<file path="src/aefp_cdiv.sv">
`timescale 1ns / 1ps
// ----------------------------------------------------------------------------
// aefp_cdiv: pipelined divide by a constant
// Reciprocal multiply, back-multiply and one correction step; three stages.
// ----------------------------------------------------------------------------
module aefp_cdiv #(
  parameter int X_W    = 26,
  parameter int D_W    = 13,
  parameter int M_W    = 30,
  parameter int Q_W    = 15,
  parameter int SHIFT  = 40,
  parameter int SIDE_W = 1
) (
  input  logic              clk,
  input  logic              rst_n,
  input  logic              in_vld,
  input  logic [X_W-1:0]    num,
  input  logic [D_W-1:0]    den,
  input  logic [M_W-1:0]    recip,
  input  logic [SIDE_W-1:0] side_i,
  output logic              out_vld,
  output logic [Q_W-1:0]    quo,
  output logic [D_W-1:0]    rem,
  output logic [SIDE_W-1:0] side_o
);

  localparam int PW   = X_W + M_W;
  localparam int QD_W = Q_W + D_W;

  logic              vld_a_r, vld_b_r, vld_c_r;
  logic [PW-1:0]     prod_a_r;
  logic [X_W-1:0]    num_a_r, num_b_r;
  logic [D_W-1:0]    den_a_r, den_b_r;
  logic [SIDE_W-1:0] side_a_r, side_b_r, side_c_r;
  logic [Q_W-1:0]    q0_b_r, quo_c_r;
  logic [QD_W-1:0]   qd_b_r;
  logic [D_W-1:0]    rem_c_r;

  logic [PW-1:0]     prod_a_nxt;
  logic [Q_W-1:0]    q0_b_nxt;
  logic [QD_W-1:0]   qd_b_nxt;
  logic [X_W-1:0]    rem_raw;
  logic [Q_W-1:0]    quo_c_nxt;
  logic [D_W-1:0]    rem_c_nxt;

  assign prod_a_nxt = {{M_W{1'b0}}, num} * {{X_W{1'b0}}, recip};
  assign q0_b_nxt   = Q_W'(prod_a_r >> SHIFT);
  assign qd_b_nxt   = QD_W'(q0_b_nxt) * QD_W'(den_a_r);

  // estimate is exact or one low
  always_comb begin
    rem_raw = num_b_r - X_W'(qd_b_r);
    if (rem_raw >= X_W'(den_b_r)) begin
      quo_c_nxt = q0_b_r + 1'b1;
      rem_c_nxt = D_W'(rem_raw - X_W'(den_b_r));
    end else begin
      quo_c_nxt = q0_b_r;
      rem_c_nxt = D_W'(rem_raw);
    end
  end

  always_ff @(posedge clk) begin
    if (!rst_n) begin
      vld_a_r <= 1'b0;
      vld_b_r <= 1'b0;
      vld_c_r <= 1'b0;
    end else begin
      vld_a_r <= in_vld;
      vld_b_r <= vld_a_r;
      vld_c_r <= vld_b_r;
    end
  end

  always_ff @(posedge clk) begin
    prod_a_r <= prod_a_nxt;
    num_a_r  <= num;
    den_a_r  <= den;
    side_a_r <= side_i;
    q0_b_r   <= q0_b_nxt;
    qd_b_r   <= qd_b_nxt;
    num_b_r  <= num_a_r;
    den_b_r  <= den_a_r;
    side_b_r <= side_a_r;
    quo_c_r  <= quo_c_nxt;
    rem_c_r  <= rem_c_nxt;
    side_c_r <= side_b_r;
  end

  assign out_vld = vld_c_r;
  assign quo     = quo_c_r;
  assign rem     = rem_c_r;
  assign side_o  = side_c_r;

endmodule

</file>
<file path="config.mk">
export PLATFORM = sky130hd
export DESIGN_NAME = aefp_cdiv
export DESIGN_NICKNAME = d
export VERILOG_FILES = /design/src/aefp_cdiv.sv
export SDC_FILE = /design/constraint.sdc
export NUM_CORES = 2
export LEC_CHECK = 0
export BUFFER_PORTS_ARGS = -buffer_cell sky130_fd_sc_hd__buf_2
export CAP_MARGIN = 5
export CORE_MARGIN = 2
export CORE_UTILIZATION = 60
export DETAILED_ROUTE_END_ITERATION = 16
export HOLD_SLACK_MARGIN = 0.06
export PLACE_DENSITY_LB_ADDON = 0.2
export SETUP_SLACK_MARGIN = 0.3
export SLEW_MARGIN = 30
export SYNTH_ARGS = -nofsm -noshare
export SYNTH_HDL_FRONTEND = slang
export SYNTH_SLANG_ARGS = --single-unit
</file>
<file path="constraint.sdc">
create_clock -name clk -period 5.78 [get_ports clk]
set_input_delay 0 -clock clk [delete_from_list [all_inputs] [get_ports clk]]
set_output_delay 0 -clock clk [all_outputs]
set_load 0.05 [all_outputs]
</file>
# Word-level counts from Yosys, hierarchy flattened
# Index checks and enable logic that the tools add are counted.
# W data, S select, Z words.
dict set report totals {
  register_bits 208
  out_inout_bits 30
  wordCells 23
}
dict set report classes {
  n_addsub 3
  multipliers 2
  magnitude_cmp 1
  muxes 2
}
# op n
set ops {}
lappend ops {{$mul A26 B30 Y55} 1}
lappend ops {{$ge A26 B13 Y1} 1}
lappend ops {{$mul A15 B13 Y26} 1}
lappend ops {{$sub A26 B26 Y26} 1}
lappend ops {{$add A15 B1 Y15 const B} 1}
lappend ops {{$mux W15} 1}
lappend ops {{$mux W13} 1}
lappend ops {{$sub A13 B13 Y13} 1}

# Logic depth before layout (Yosys ltp)
dict set report depth {
  depth_word 3
  depth_mapped 27
}

# Least setup slack after synthesis
# OpenSTA, ideal clock, no wires.
dict set report synth_path {
  path_kind {in2reg}
  start {input recip[26]}
  end {register prod_a_r[53]}
  t_arrival_ns 6.278
  path_slack_ns -0.570
  path_stages 25
  path_cell_list {clkbuf_1 nand2_1 fa_1 inv_1 fa_1 inv_1 fa_1 inv_1 fa_1 fa_1 fa_1 inv_1 fa_1 inv_1 ha_1 nand4_1 o21ai_0 a211oi_1 o41ai_1 o21ai_0 a21oi_1 nand4_1 a21oi_1 o22a_1 xor2_1}
}
dict set report synth_via {
  elab_chain_cells 1
}
# item line_no
set synth_lines {}
lappend synth_lines {{start: declaration} 19} ;# input logic [M_W-1:0] recip,
lappend synth_lines {{$mul A26 B30 Y55} 46} ;# assign prod_a_nxt = {{M_W{1'b0}}, num} * {{X_W{1'b0}}, recip};
lappend synth_lines {{named net prod_a_nxt[53]} 39} ;# logic [PW-1:0] prod_a_nxt;
lappend synth_lines {{end signal: assignment} 75} ;# prod_a_r <= prod_a_nxt;
lappend synth_lines {{end: declaration} 31} ;# logic [PW-1:0] prod_a_r;
# The timed path passes the listed nets, and every way through them passes these cells.
# A chain may end at the register's enable or synchronous reset.

# Final worst setup path
dict set report layout_path {
  start {input num[8]}
  end {register prod_a_r[54]}
}
dict set report layout_via {
  elab_chain_cells 1
}
# item line_no
set layout_lines {}
lappend layout_lines {{start: declaration} 17} ;# input logic [X_W-1:0] num,
lappend layout_lines {{$mul A26 B30 Y55} 46}
lappend layout_lines {{named net prod_a_nxt[54]} 39}
# The timed path passes the listed nets, and every way through them passes these cells.

==> summary.md <==
| Metric | Value |
|---|---|
| Flops & latches, synth | `168` |
| R2r setup slk | `0.36 ns` |
| Hold endpoint | `num_a_r[20]` |
| TritonCTS clock tree | `built` |
| Post-route setup TNS | `-0.4764 ns` |
| Final period util | `102.4%` |
| Largest net degree at the start of global routing | `36` |
| Synthesized Nets | `5,085` |
| Slew headroom | `51.08%` |
| Vias | `27,530` |
| DR iter-0 viols | `1,644` |
| Die Height | `248.3 um` |
| CTS Buf Count | `17` |
| I/O pin count | `103` |
| Slowest stage delay, CP | `0.59 ns` |
| Worst reg-to-reg path cell count | `22` |
| Post-detail-place hpwl | `76,410 um` |
| Starting Density | `60.66%` |
| Slew @ Worst Pin | `0.7327 ns` |
| Antenna violations before repair | `3` |
| 1st-pass router iterations | `6` |
| Post-synth top area share | `45.41%` |
| Number of H-tree levels | `4` |
| Crit path buf inv count | `7` |
| Setup Skew | `0.01032 ns` |
| Aggregate global routing overflow | `0` |
| Core area | `59,020 um2` |
| Final setup fails | `8` |
| DRT Wirelength | `99,090 um` |
| Worst Path Max Fanout | `14` |
| Number of synthesized flops with an enable pin | `0` |
| Antenna viol nets, final | `0` |
| # fillers | `4,223` |
| Status | `finished, violations left` |
| Wire length per cell | `19.56 um` |
| Maximum clock rate | `168.9 MHz` |
| Asr flop ratio synth | `0%` |
| Die ar. | `61,640 um2` |
| Worst Path Required | `6.11 ns` |
| Share of cells above drive strength 1 | `17.66%` |
| Top cells by count, synth | `inv_1 (918), fa_1 (812), nand2_1 (545)` |
| Hold Startpoint | `num[20]` |
| RSZ-0062 raised after global routing | `true` |
| Seq/Total Area, Yosys | `9.394%` |
| Final slew viol count | `0` |
| CP max-delay cell | `fa_1` |
| Count leader, synth | `inv_1` |
| Maxcap violations | `0` |
| RR Startpoint | `den_a_r[2]` |
| GR Util All Layers | `33.58%` |
| IO buf count | `102` |
| Residual DRC | `0` |
| Biggest area consumer among synthesized cells | `fa_1` |
| Hold Crit Class | `in2reg` |
| Rows | `89` |
| Vias in the first global route | `30,100` |
| Netlist cell types | `65` |
| WP data arrival | `6.25 ns` |
| Synth Cell Area | `35,800 um2` |
| Crit path capture type | `flop` |
| Worst hold margin | `0.08002 ns` |
| Hold path depth | `3` |
| Syn Inst Count | `3,911` |
| Min Tclk post-route | `5.921 ns` |
| Routability congestion estimate | `0.9149` |
| Endpoints failing hold | `0` |
| # clock sinks | `168` |
| Clock slew at reported path FFs | `0.08 ns` |
| Die W | `248.3 um` |
| Reg-to-Reg End | `qd_b_r[25]` |
| CTS Buffer Depth | `2` |
| Area contributors post-synth | `fa_1 (45%), ha_1 (10%), inv_1 (9.6%)` |
| CP top delay family | `adder cells` |
| Prevailing post-synth register cell | `dfxtp_1` |
| Worst-Skew Late Latency | `0.44 ns` |
| Fin worst setup slack | `-0.1408 ns` |
| Root buf cell | `clkbuf_16` |
| Synthesis-to-finish area growth | `19.75%` |
| Failing checks | `setup timing` |
| Net total in the final layout | `5,452` |
| Crit Path Class | `in2reg` |
| Worst setup SP type | `input pin` |
| Mapped Avg Cell Area | `9.154 um2` |
| Synth warnings | `0` |
| First-pass GRT wire length | `157,500 um` |
| Vias/cell | `5.435` |
layout by cell type (no fill, tap or decap), drive strengths merged, types with 5 or more instances in the layout:
master	count
xor2	30
nand3	24
and2	484
o21bai	6
a21oi	87
nand4	17
xnor2	49
and3	10
mux2	7
clkinv	6
a21o	41
nor2	51
or3	8
inv	926
o211ai	5
dlygate4sd3	40
nor2b	11
dfxtp	168
nand2	545
o31ai	7
clkbuf	20
buf	480
fa	812
a211oi	15
nand2b	10
nor3	28
ha	289
o21ai	46
o21a	8
flip-flops by register name (all words and copies together), names as in the netlist, 15 cells and up:
signal,flops
num_a_r,26
num_b_r,26
prod_a_r,15
q0_b_r,15
qd_b_r,26
quo,15
metrics by stage:
stage	worst slack, ns	cell area, um2	util [%]	std cells
detailed placement	-0.8692	39630	67.15	4919
global route	-0.2822	42870	72.63	5064
finish	-0.1408	42870	72.64	5065
global placement	-0.7132	39630	67.15	4919
floorplan	-0.04044	36290	-	3911
CTS	-0.06270	42350	71.75	5046
layout make-up:
type	count	area [um2]	area share, %
inverters	918	3446	8.038
diodes	1	2.502	0.005837
clock inverters	15	197.7	0.4611
multi-input cells	2646	29170	68.03
clock buffers	17	425.4	0.9923
repair buffers	527	5274	12.30
flip-flops and latches	168	3392	7.912
well taps	773	967.2	2.256
worst max-delay path by stage:
stage,depth (start not counted),from,slack [ns],to
after detailed placement,26,recip[14],-0.87,prod_a_r[54]
after CTS,25,num[4],-0.06,prod_a_r[53]
after global routing,26,num[4],-0.28,prod_a_r[54]
final,26,num[8],-0.14,prod_a_r[54]
after global placement,27,num[14],-0.71,prod_a_r[54]
after floorplan,24,num[22],-0.04,prod_a_r[54]
kinds of logic after synthesis:
group           after synthesis  share of synthesized area (%)
xor+xnor                     79                          1.933
fa+ha+maj                  1101                          55.51
compound gates              247                          4.393
simple gates               1209                          16.90
mux                          10                         0.3040
flops                       168                          9.394
buf+inv                    1097                          11.56
routing by layer:
metal | vias to the layer above | global-route usage (%) | part of all wire, %
li1 | 12210 | - | -
met1 | 13930 | 42.99 | 39
met2 | 1074 | 56.42 | 48
met3 | 318 | 6.012 | 8.1
met4 | 0 | 14.06 | 4.7
met5 | - | 0 | 0
what timing repair did:
| item | in CTS | in global routing |
|---|---|---|
| gates cloned | 11 | 3 |
| hold endpoints to repair | 40 | 0 |
| hold buffers | 40 | 0 |
| setup buffers | 44 | 15 |
| gates resized for setup | 284 | 92 |
| pin swaps | 132 | 51 |
| endpoints found under the setup margin | 19 | 32 |
worst register-to-register path, delay by kind of cell, from the launching register on:
kind / cells / cell delay, ns
AND/OR/NAND/NOR: 5 / 0.48
flip-flops: 1 / 0.38
buffers and inverters: 7 / 0.74
AO/OA/AOI/OAI: 4 / 0.90
adder cells (fa/ha/maj): 6 / 2.82
Power is not shown: default switching activity piles up to over one toggle a cycle in this logic, so the estimate is an artifact.
