[src/aefp_pkg.sv]
`timescale 1ns / 1ps
// ----------------------------------------------------------------------------
// aefp_pkg: shared types and constants of the antenna element field pattern
// Fixed-point formats, reciprocal constants for the constant dividers and the
// field factor table, built at elaboration.
// ----------------------------------------------------------------------------
package aefp_pkg;

  // number formats
  localparam int ANGLE_FRAC_BITS   = 13;
  localparam int GAIN_FRAC_BITS    = 14;
  localparam int EXP_TABLE_ENTRIES = 64;

  localparam int ANG_W  = 15;   // vertical angle, wrapped azimuth magnitude
  localparam int HANG_W = 16;   // raw azimuth
  localparam int GAIN_W = 14;
  localparam int FF_W   = 15;
  localparam int T_W    = 18;   // azimuth plus pi, signed

  // configuration port
  localparam int CFG_IDX_W  = 1;
  localparam int CFG_DATA_W = 1;

  typedef enum logic [CFG_IDX_W-1:0] {
    CFG_IS_USER_SIDE = 1'b0,
    CFG_MOUNT_KIND   = 1'b1
  } aefp_cfg_idx_t;

  // pi in angle units, rounded half up from Q30
  localparam logic [63:0] PI_Q30   = 64'd3373259426;
  localparam logic [63:0] PI_UNITS =
    (PI_Q30 + (64'd1 << (29 - ANGLE_FRAC_BITS))) >> (30 - ANGLE_FRAC_BITS);
  localparam logic [ANG_W-1:0]      PI_ANG   = ANG_W'(PI_UNITS);
  localparam logic signed [T_W-1:0] PI_S     = T_W'(PI_UNITS);
  localparam logic signed [T_W-1:0] TWO_PI_S = T_W'(64'd2 * PI_UNITS);

  // radians to 1/256 degree
  localparam int RAD_W     = 30;
  localparam int PROD_W    = ANG_W + RAD_W;
  localparam int DEG_SHIFT = 16 + ANGLE_FRAC_BITS;
  localparam int DEG_W     = 16;
  localparam logic [RAD_W-1:0]  RAD2DEG_C  = RAD_W'(64'd961263669);
  localparam logic [PROD_W:0]   DEG_HALF   = (PROD_W+1)'(64'd1 << (DEG_SHIFT - 1));
  localparam logic [DEG_W-1:0]  NINETY_DEG = DEG_W'(23040);

  // quadratic attenuation: den = 256 hpbw^2, split as 2^sh times the divider constant
  localparam int SQ_W      = 2 * DEG_W;
  localparam int NUM_W     = SQ_W + 4;
  localparam int SH90      = 10;
  localparam int SH65      = 8;
  localparam logic [NUM_W-1:0] HALF_DEN_90 = NUM_W'(64'd256 * 64'd90 * 64'd90 / 64'd2);
  localparam logic [NUM_W-1:0] HALF_DEN_65 = NUM_W'(64'd256 * 64'd65 * 64'd65 / 64'd2);

  localparam int ATT_X_W   = 26;
  localparam int ATT_D_W   = 13;
  localparam int ATT_M_W   = 30;
  localparam int ATT_Q_W   = 15;
  localparam int ATT_SHIFT = 40;
  localparam logic [ATT_D_W-1:0] DIV90_C   = ATT_D_W'((64'd256 * 64'd90 * 64'd90) >> SH90);
  localparam logic [ATT_D_W-1:0] DIV65_C   = ATT_D_W'((64'd256 * 64'd65 * 64'd65) >> SH65);
  localparam logic [ATT_M_W-1:0] RECIP90_C =
    ATT_M_W'((64'd1 << ATT_SHIFT) / ((64'd256 * 64'd90 * 64'd90) >> SH90));
  localparam logic [ATT_M_W-1:0] RECIP65_C =
    ATT_M_W'((64'd1 << ATT_SHIFT) / ((64'd256 * 64'd65 * 64'd65) >> SH65));

  // attenuation and gain in 1/256 dB
  localparam int ATT_W     = 13;
  localparam int ATT_SUM_W = ATT_W + 1;
  localparam logic [ATT_W-1:0]         ATT_MAX_C = ATT_W'(6400);
  localparam logic signed [GAIN_W-1:0] GMAX_C    = GAIN_W'(1280);
  localparam logic signed [GAIN_W-1:0] GMIN_C    = GAIN_W'(1280 - 6400);

  // table position: p = att * entries, split by 6400
  localparam int P_W       = $clog2(6400 * EXP_TABLE_ENTRIES + 1);
  localparam int IDX_W     = $clog2(EXP_TABLE_ENTRIES + 1);
  localparam int FR_W      = 13;
  localparam int IDX_M_W   = 20;
  localparam int IDX_SHIFT = 32;
  localparam logic [IDX_M_W-1:0] RECIP_IDX_C = IDX_M_W'((64'd1 << IDX_SHIFT) / 64'd6400);

  // interpolation: round(diff * fr / 6400)
  localparam int IP_X_W  = FF_W + FR_W;
  localparam int IP_M_W  = 32;
  localparam int IP_SHIFT = 44;
  localparam logic [IP_M_W-1:0] RECIP_IP_C = IP_M_W'((64'd1 << IP_SHIFT) / 64'd6400);
  localparam logic [IP_X_W-1:0] IP_HALF_C  = IP_X_W'(3200);

  // pipeline depth
  localparam int FRONT_LAT  = 6;
  localparam int DIV_LAT    = 3;
  localparam int INTERP_LAT = 2;
  localparam int PIPE_LAT   = FRONT_LAT + 3 * DIV_LAT + INTERP_LAT + 2;

  // field factor table
  localparam int FACTOR_BITS = 13;
  localparam logic [63:0] G5_Q30          = 64'd1909412977;
  localparam logic [63:0] STEP_FACTOR_Q30 = 64'd1073259045;

  typedef logic [FF_W-1:0] field_tab_t [0:EXP_TABLE_ENTRIES];

  function automatic logic [63:0] q30_mul(input logic [63:0] x, input logic [63:0] y);
    return (x * y + (64'd1 << 29)) >> 30;
  endfunction

  function automatic field_tab_t build_field_tab();
    field_tab_t  tab;
    logic [63:0] fac [0:FACTOR_BITS-1];
    logic [63:0] a;
    logic [63:0] v;
    logic [63:0] q;
    fac[0] = STEP_FACTOR_Q30;
    for (int b = 1; b < FACTOR_BITS; b++) begin
      fac[b] = q30_mul(fac[b-1], fac[b-1]);
    end
    for (int k = 0; k <= EXP_TABLE_ENTRIES; k++) begin
      a = (64'(k) * 64'd6400) / 64'(EXP_TABLE_ENTRIES);
      v = G5_Q30;
      for (int b = 0; b < FACTOR_BITS; b++) begin
        if (a[b]) begin
          v = q30_mul(v, fac[b]);
        end
      end
      q = (v + (64'd1 << (29 - GAIN_FRAC_BITS))) >> (30 - GAIN_FRAC_BITS);
      if (q > 64'd32767) begin
        q = 64'd32767;
      end
      tab[k] = FF_W'(q);
    end
    return tab;
  endfunction

  localparam field_tab_t FIELD_TAB = build_field_tab();

  // transaction payloads
  typedef struct packed {
    logic [ANG_W-1:0]         vertical_angle;
    logic signed [HANG_W-1:0] horizontal_angle;
  } aefp_in_t;

  typedef struct packed {
    logic signed [GAIN_W-1:0] gain_db;
    logic [FF_W-1:0]          field_factor;
    logic                     angle_out_of_range;
  } aefp_out_t;

  // front end to attenuation dividers
  typedef struct packed {
    logic               vld;
    logic [ATT_X_W-1:0] xv;
    logic [ATT_X_W-1:0] xh;
    logic               use65;
    logic               flag;
  } aefp_front_t;

  typedef struct packed {
    logic signed [GAIN_W-1:0] gain;
    logic                     flag;
  } aefp_idx_side_t;

  typedef struct packed {
    logic [FF_W-1:0]          base;
    logic                     down;
    logic signed [GAIN_W-1:0] gain;
    logic                     flag;
  } aefp_ff_side_t;

  typedef struct packed {
    logic              vld;
    logic [IP_X_W-1:0] num;
    aefp_ff_side_t     side;
  } aefp_interp_t;

endpackage

[src/aefp_front.sv]
`timescale 1ns / 1ps
// ----------------------------------------------------------------------------
// aefp_front: angle front end
// Azimuth wrap, conversion to degrees, offsets, squares and scaled numerators
// for the attenuation dividers; six stages.
// ----------------------------------------------------------------------------
module aefp_front import aefp_pkg::*; (
  input  logic        clk,
  input  logic        rst_n,
  input  logic        in_vld,
  input  aefp_in_t    in_item,
  input  logic        use65,
  output aefp_front_t front_o
);

  logic [FRONT_LAT-1:0] vld_r;
  logic [FRONT_LAT-1:0] use_r;
  logic [FRONT_LAT-1:0] flag_r;

  // stage 1
  logic [ANG_W-1:0]        v1_r;
  logic signed [T_W-1:0]   t1_r;
  logic signed [T_W-1:0]   t1_nxt;
  // stage 2
  logic [ANG_W-1:0]        v2_r, hm2_r;
  logic signed [T_W-1:0]   wrap;
  logic [ANG_W-1:0]        hm2_nxt;
  // stage 3
  logic [PROD_W-1:0]       pv3_r, ph3_r;
  // stage 4
  logic [DEG_W-1:0]        dv4_r, dh4_r;
  logic [DEG_W-1:0]        degv, dv4_nxt, dh4_nxt;
  // stage 5
  logic [SQ_W-1:0]         sqv5_r, sqh5_r;
  // stage 6
  logic [NUM_W-1:0]        nv, nh;
  logic [ATT_X_W-1:0]      xv6_r, xh6_r, xv6_nxt;

  assign t1_nxt = T_W'(in_item.horizontal_angle) + PI_S;

  // fold into [0, 2pi), then magnitude of the offset from pi
  always_comb begin
    if (t1_r < 0) begin
      wrap = t1_r + TWO_PI_S;
    end else if (t1_r >= TWO_PI_S) begin
      wrap = t1_r - TWO_PI_S;
    end else begin
      wrap = t1_r;
    end
    if (wrap >= PI_S) begin
      hm2_nxt = ANG_W'(wrap - PI_S);
    end else begin
      hm2_nxt = ANG_W'(PI_S - wrap);
    end
  end

  always_comb begin
    degv    = DEG_W'(((PROD_W+1)'(pv3_r) + DEG_HALF) >> DEG_SHIFT);
    dh4_nxt = DEG_W'(((PROD_W+1)'(ph3_r) + DEG_HALF) >> DEG_SHIFT);
    dv4_nxt = (degv >= NINETY_DEG) ? (degv - NINETY_DEG) : (NINETY_DEG - degv);
  end

  always_comb begin
    nv = NUM_W'(sqv5_r) * NUM_W'(12) + (use_r[4] ? HALF_DEN_65 : HALF_DEN_90);
    nh = NUM_W'(sqh5_r) * NUM_W'(12) + HALF_DEN_90;
    xv6_nxt = use_r[4] ? ATT_X_W'(nv >> SH65) : ATT_X_W'(nv >> SH90);
  end

  always_ff @(posedge clk) begin
    if (!rst_n) begin
      vld_r <= '0;
    end else begin
      vld_r <= {vld_r[FRONT_LAT-2:0], in_vld};
    end
  end

  always_ff @(posedge clk) begin
    use_r  <= {use_r[FRONT_LAT-2:0], use65};
    flag_r <= {flag_r[FRONT_LAT-2:0], (in_item.vertical_angle > PI_ANG)};
    v1_r   <= in_item.vertical_angle;
    t1_r   <= t1_nxt;
    v2_r   <= v1_r;
    hm2_r  <= hm2_nxt;
    pv3_r  <= PROD_W'(v2_r) * PROD_W'(RAD2DEG_C);
    ph3_r  <= PROD_W'(hm2_r) * PROD_W'(RAD2DEG_C);
    dv4_r  <= dv4_nxt;
    dh4_r  <= dh4_nxt;
    sqv5_r <= SQ_W'(dv4_r) * SQ_W'(dv4_r);
    sqh5_r <= SQ_W'(dh4_r) * SQ_W'(dh4_r);
    xv6_r  <= xv6_nxt;
    xh6_r  <= ATT_X_W'(nh >> SH90);
  end

  assign front_o.vld   = vld_r[FRONT_LAT-1];
  assign front_o.xv    = xv6_r;
  assign front_o.xh    = xh6_r;
  assign front_o.use65 = use_r[FRONT_LAT-1];
  assign front_o.flag  = flag_r[FRONT_LAT-1];

endmodule

[config.mk]
export PLATFORM = sky130hd
export DESIGN_NAME = aefp_front
export DESIGN_NICKNAME = d
export VERILOG_FILES = /design/src/aefp_pkg.sv /design/src/aefp_front.sv
export SDC_FILE = /design/constraint.sdc
export NUM_CORES = 2
export LEC_CHECK = 0
export BUFFER_PORTS_ARGS = -buffer_cell sky130_fd_sc_hd__buf_2
export CORE_MARGIN = 8
export CORE_UTILIZATION = 40
export CTS_BUF_LIST = sky130_fd_sc_hd__clkbuf_8
export DETAILED_ROUTE_END_ITERATION = 6
export HOLD_SLACK_MARGIN = 0.03
export SLEW_MARGIN = 10
export SYNTH_ARGS = -nofsm -noshare
export SYNTH_HDL_FRONTEND = slang
export SYNTH_SLANG_ARGS = --single-unit
[constraint.sdc]
create_clock -name clk -period 13.4 [get_ports clk]
set_input_delay 4.02 -clock clk [delete_from_list [all_inputs] [get_ports clk]]
set_output_delay 4.02 -clock clk [all_outputs]
set_load 0.05 [all_outputs]
# Word level (Yosys, flattened, before mapping)
# Cells that the tools add are included.
dict set report op_classes {
  n_addsub 11
  multipliers 6
  div 0
  n_lt_le_gt_ge 5
  n_eq_ne 0
  shift 0
  n_mux 6
  n_bitwise 0
  n_reduce_logical 0
}
# cell n
set ops {}
lappend ops {{adder 45 x 29 -> 45 bit (second input constant)} 2}
lappend ops {{multiplier 15 x 30 -> 45 bit (second input constant)} 2}
lappend ops {{multiplier 32 x 2 -> 34 bit (second input constant)} 2}
lappend ops {{multiplier 16 x 16 -> 32 bit} 2}
lappend ops {{adder 36 x 20 -> 36 bit} 1}
lappend ops {{adder 36 x 20 -> 36 bit (second input constant)} 1}
lappend ops {{two-way mux 18 bit} 2}
lappend ops {{two-way mux 26 bit} 1}
lappend ops {{two-way mux 19 bit} 1}
lappend ops {{adder 17 x 17 -> 18 bit (second input constant)} 1}
lappend ops {{greater-or-equal comparator 18 x 16 -> 1 bit (second input constant)} 1}
lappend ops {{subtractor 17 x 17 -> 18 bit (second input constant)} 1}
lappend ops {{adder 16 x 16 -> 17 bit (second input constant)} 1}
lappend ops {{greater-or-equal comparator 17 bit (second input constant)} 1}
lappend ops {{< comparator 17 x 1 -> 1 bit (second input constant)} 1}
lappend ops {{greater-or-equal comparator 16 x 15 -> 1 bit (second input constant)} 1}
lappend ops {{two-way mux 16 bit} 1}
lappend ops {{subtractor 15 x 16 -> 16 bit (first input constant)} 1}
lappend ops {{subtractor 16 x 15 -> 16 bit (second input constant)} 1}
lappend ops {{> comparator 15 bit (second input constant)} 1}
lappend ops {{two-way mux 15 bit} 1}
lappend ops {{subtractor 14 x 15 -> 15 bit (first input constant)} 1}
lappend ops {{subtractor 15 x 14 -> 15 bit (second input constant)} 1}
dict set report totals {
  reg_bits 318
  latchBits 0
  mem_bits_rw 0
  mem_bits_ro 0
  in_bits 35
  elab_cells 43
  memories 0
}

# Logic depth before layout (Yosys ltp)
dict set report depth {
  depth_word 5
  depth_mapped 28
}

# Worst setup path before layout
# No wires, ideal clock.
dict set report synth_timing {
  path_type {register to register}
  startpoint {reg dh4_r[1]}
  endpoint {reg sqh5_r[30]}
  setup_time_ns 0.072
  arrival_ns 6.533
  setup_slack_ns 6.795
  stages_incl_launch_ff 25
  path_buffers 2
  period_less_slack_ns 6.605
  cell_sequence {dfxtp_1 > clkbuf_1 > clkbuf_1 > nand2_1 > fa_1 > fa_1 > inv_1 > fa_1 > fa_1 > fa_1 > inv_1 > fa_1 > inv_1 > ha_1 > a21oi_1 > nor2b_1 > o21ai_0 > nand2b_1 > or4_1 > o211a_1 > o311a_1 > o41ai_1 > o21ai_0 > a21oi_1 > xnor2_1}
}
dict set report synth_between {
  elab_chain_cells 1
}
# item line
set synth_lines {}
lappend synth_lines {{from (decl)} aefp_front.sv:31} ;# logic [DEG_W-1:0] dv4_r, dh4_r;
lappend synth_lines {{from (signal assigned)} aefp_front.sv:87} ;# dh4_r <= dh4_nxt;
lappend synth_lines {{multiplier 16 x 16 -> 32 bit} aefp_front.sv:89} ;# sqh5_r <= SQ_W'(dh4_r) * SQ_W'(dh4_r);
lappend synth_lines {{to (signal assigned)} aefp_front.sv:89}
lappend synth_lines {{to (decl)} aefp_front.sv:34} ;# logic [SQ_W-1:0] sqv5_r, sqh5_r;
# Every way passes these cells.
# A chain may end at the register's enable or synchronous reset.

# Worst setup path after layout
dict set report layout_timing {
  startpoint {reg hm2_r[4]}
  endpoint {reg ph3_r[44]}
}
dict set report layout_between {
  elab_chain_cells 1
}
# item line
set layout_lines {}
lappend layout_lines {{from (decl)} aefp_front.sv:25} ;# logic [ANG_W-1:0] v2_r, hm2_r;
lappend layout_lines {{from (signal assigned)} aefp_front.sv:83} ;# hm2_r <= hm2_nxt;
lappend layout_lines {{multiplier 15 x 30 -> 45 bit} aefp_front.sv:85} ;# ph3_r <= PROD_W'(hm2_r) * PROD_W'(RAD2DEG_C);
lappend layout_lines {{to (signal assigned)} aefp_front.sv:85}
lappend layout_lines {{to (decl)} aefp_front.sv:29} ;# logic [PROD_W-1:0] pv3_r, ph3_r;
# Every way passes these cells.

==> flow_summary.toml <==
[timing]
maxSlewHeadroom_pct = 22.0
fin_crit_sh_pct = 52.4
skew_ns = 0.0652
hold_viol = 0
slew_violations = 0
fin_crit_ns = 7.03
tightest_slew_ns = 1.16
rsz0062_at_grt = "false"
fmax_mhz = 142
setup_viol = 0
fin_tns_setup_ns = 0

[clocking]
insertion_delay_ns = 0.70
numCtsBuffers = 47
cts.sinks = 258
htreeDepth = 2
postCtsHoldBufs = 0
ctsResizeCount = 0
root_buffer = "clkbuf_8"
cts_tree = "yes"
clock_path_buffers = 3
post_cts_buffers = 0
path_clk_slew_ns = 0.06

[min_path]
hold_start = "v1_r[9]"
hold_path_class = "reg -> reg"
min_to = "v2_r[9]"
whs_path_depth = 0

[die]
die_area_um2 = 108000
ioPinCount = 90
core_area_um2 = 97800
die_x_um = 329
row_count = 115
start_util_pct = 40.1
die_h_um = 329

[finish]
drive_gt1_share_pct = 5.26
fillers = 9511
regArea_um2 = 5170
fin_nets = 5486
area_delta_synth_final_pct = 7.44
multi_input_area_um2 = 30300

[yosys]
syn_nets = 5417
yosysUniqueCellTypes = 89
synth_area_um2 = 39300
synth_ff_type = "dfxtp_1"
ys_warn_count = 0
async_flop_share_pct = 0
ys_ff_latch = 258
synth_edf_count = 0
synth.avg_cell_area_um2 = 9.47
synth_seq_area_share_pct = 13.1
syn_inst = 4149

[setup_path]
worstPathMaxFanout = 10
path_cells = "fa_1, inv_1, fa_1, inv_1, ha_1, fa_1, fa_1, inv_1, fa_1, inv_1, ha_1, a211oi_1, nand3_1, a211oi_1, o31ai_1, a21oi_1, nor3_1, o211a_1, a31o_2, o41ai_1, o2111ai_1, a21oi_1, xnor2_1"
path_buf_inv = 4
crit_path_top_delay_cell = "dfxtp_1"
endpoint_kind = "flip-flop"
critical_path_arrival_ns = 7.62
reg2reg_to = "ph3_r[44]"
cpPeakStageDelay_ns = 0.78
critPathTopFamily = "adder cells"
crit_path_frequent_cell = "fa_1"
crit_required_ns = 13.99
r2r-start = "hm2_r[4]"
critPathKind = "reg -> reg"
reg2reg_depth = 23
r2r_slack_ns = 6.37
start_kind = "flip-flop"

[routing]
wirelength_um = 82500
via_per_inst = 4.78
dr.first_iter.drc_count = 1160
vias = 26500
drc = 0
wl_per_cell_um = 14.9
dr.pass1.iters = 5
ant_nets = 0

[global_route]
grtUsageTotal_pct = 15.5
grt_max_degree = 50
grt_overflow = 0
antenna_found_initial = 2
grt_first_pass_wirelength_um = 139000
grt_pass1_vias = 28100

[placed_design]
hpwl_um = 71100
io_buffers = 89
gp_congestion = 0.913

[status]
outcome = "finished, final reports clean"

[run]
cap_violations = 0
[cells in the final DEF, fill, tap and decap left out, types with 13 or more instances in the layout]
cell	instances
a211oi_1	23
a21o_1	50
a21oi_1	141
a31oi_1	20
and2_1	120
and3_1	30
buf_2	89
clkbuf_8	62
dfxtp_1	257
fa_1	620
ha_1	613
inv_1	958
mux2i_1	16
nand2_1	276
nand2b_1	33
nand3_1	64
nand4_1	20
nor2_1	160
nor2b_1	27
nor3_1	44
o211ai_1	17
o21a_1	28
o21ai_0	80
o21bai_1	13
xnor2_1	180
xor2_1	90
[cell usage after synthesis, types with 6 or more instances]
cell type  instances  share of area, %
nand2b_1          33              0.53
and3_1            30              0.48
o211ai_1          17              0.32
nor2_1           160               1.5
o22ai_1            6             0.096
o2111ai_1          6              0.13
inv_1            952               9.1
o31ai_1            6              0.11
dfxtp_1          258                13
a211oi_1          23              0.44
o21ai_1            6             0.076
o21bai_1          13              0.25
and2_1           120               1.9
or2_2             12              0.19
nand2_1          276               2.6
a2111oi_0          6              0.13
nor3b_1           12              0.23
nor3_1            44              0.56
mux2i_1           16              0.41
nor2b_1           27              0.43
xnor2_1          180               4.0
clkbuf_1          63              0.60
ha_1             613                20
nand3b_1           7              0.13
a31oi_1           20              0.32
nand4_1           20              0.32
xor2_1            90               2.0
a41oi_1            6              0.13
a211o_1            8              0.18
fa_1             620                32
o211a_1            8              0.20
o21ai_0           80               1.0
a21o_1            50              0.96
nand3_1           64              0.82
a21oi_1          141               1.8
o21a_1            28              0.54
or3_1             11              0.18
[sequential cells by signal, indices dropped and copies added, names as in the netlist, 15 cells and up]
signal	flops
v2_r	15
hm2_r	15
xv6_r	26
dh4_r	16
sqh5_r	30
v1_r	15
pv3_r	17
dv4_r	16
t1_r	17
ph3_r	17
sqv5_r	30
xh6_r	26
[metrics by stage]
stage          cell area (um2)  util (%)  cells  hold slack, ns  setup slack (ns)
6_report                 42200      43.1   5545           0.318              6.37
2_1_floorplan            39300         -   4149           0.310              6.80
3_5_place_dp             41100      42.0   5456           0.312              6.36
4_1_cts                  42200      43.1   5544           0.320              6.33
3_3_place_gp             41100      42.0   5456           0.310              6.41
5_1_grt                  42200      43.1   5545           0.330              5.81
[layout make-up]
class	count	area share, %
timing repair buffer	91	1.09
antenna	1	0.00593
clock inverter	26	0.649
sequential	258	12.2
multi-input combinational	2867	71.7
clock buffer	62	2.02
inverter	953	8.48
tap	1287	3.82
[how the worst max path moves through the flow]
stage | to | startpoint | cells past startpoint | slack (ns)
floorplan | sqh5_r[30] | dh4_r[1] | 24 | 6.80
global placement | sqh5_r[30] | dh4_r[6] | 25 | 6.41
detailed placement | sqh5_r[30] | dh4_r[6] | 25 | 6.36
CTS | sqh5_r[30] | dh4_r[6] | 25 | 6.33
global route | ph3_r[44] | hm2_r[4] | 23 | 5.81
finish | ph3_r[44] | hm2_r[4] | 23 | 6.37
[cells by family (layout without fill, tap and decap cells)]
kind of cell	Yosys count	count (layout)	share of synthesized area, %
AOI/OAI and AO/OA	496	496	8.55
xor gates and xnor gates	270	270	6.02
other	0	1	0
DFF	258	258	13.1
adders and majority gates	1233	1233	51.1
buffers and inverters	1024	1132	9.82
and+or+nand+nor	848	848	10.8
muxes	20	20	0.522
[per-layer routing]
layer	vias to the layer above	GRT usage, %	wire length, um
li1	13300	-	-
met1	12700	21.0	39400
met2	421	25.8	37600
met3	119	2.35	3460
met4	2	4.46	2030
met5	-	0	13
[worst register-to-register path, stage by stage, from the launching register on]
cell and delay (ns):
dfxtp_1 0.78, fa_1 0.57, inv_1 0.12, fa_1 0.42
inv_1 0.07, ha_1 0.24, fa_1 0.50, fa_1 0.49
inv_1 0.05, fa_1 0.50, inv_1 0.04, ha_1 0.19
a211oi_1 0.22, nand3_1 0.10, a211oi_1 0.25, o31ai_1 0.16
a21oi_1 0.36, nor3_1 0.16, o211a_1 0.27, a31o_2 0.28
o41ai_1 0.57, o2111ai_1 0.27, a21oi_1 0.23, xnor2_1 0.13
Power is left out: the tool's default activity adds up to more than one toggle a clock period on the data nets, which glitch-free logic cannot reach.
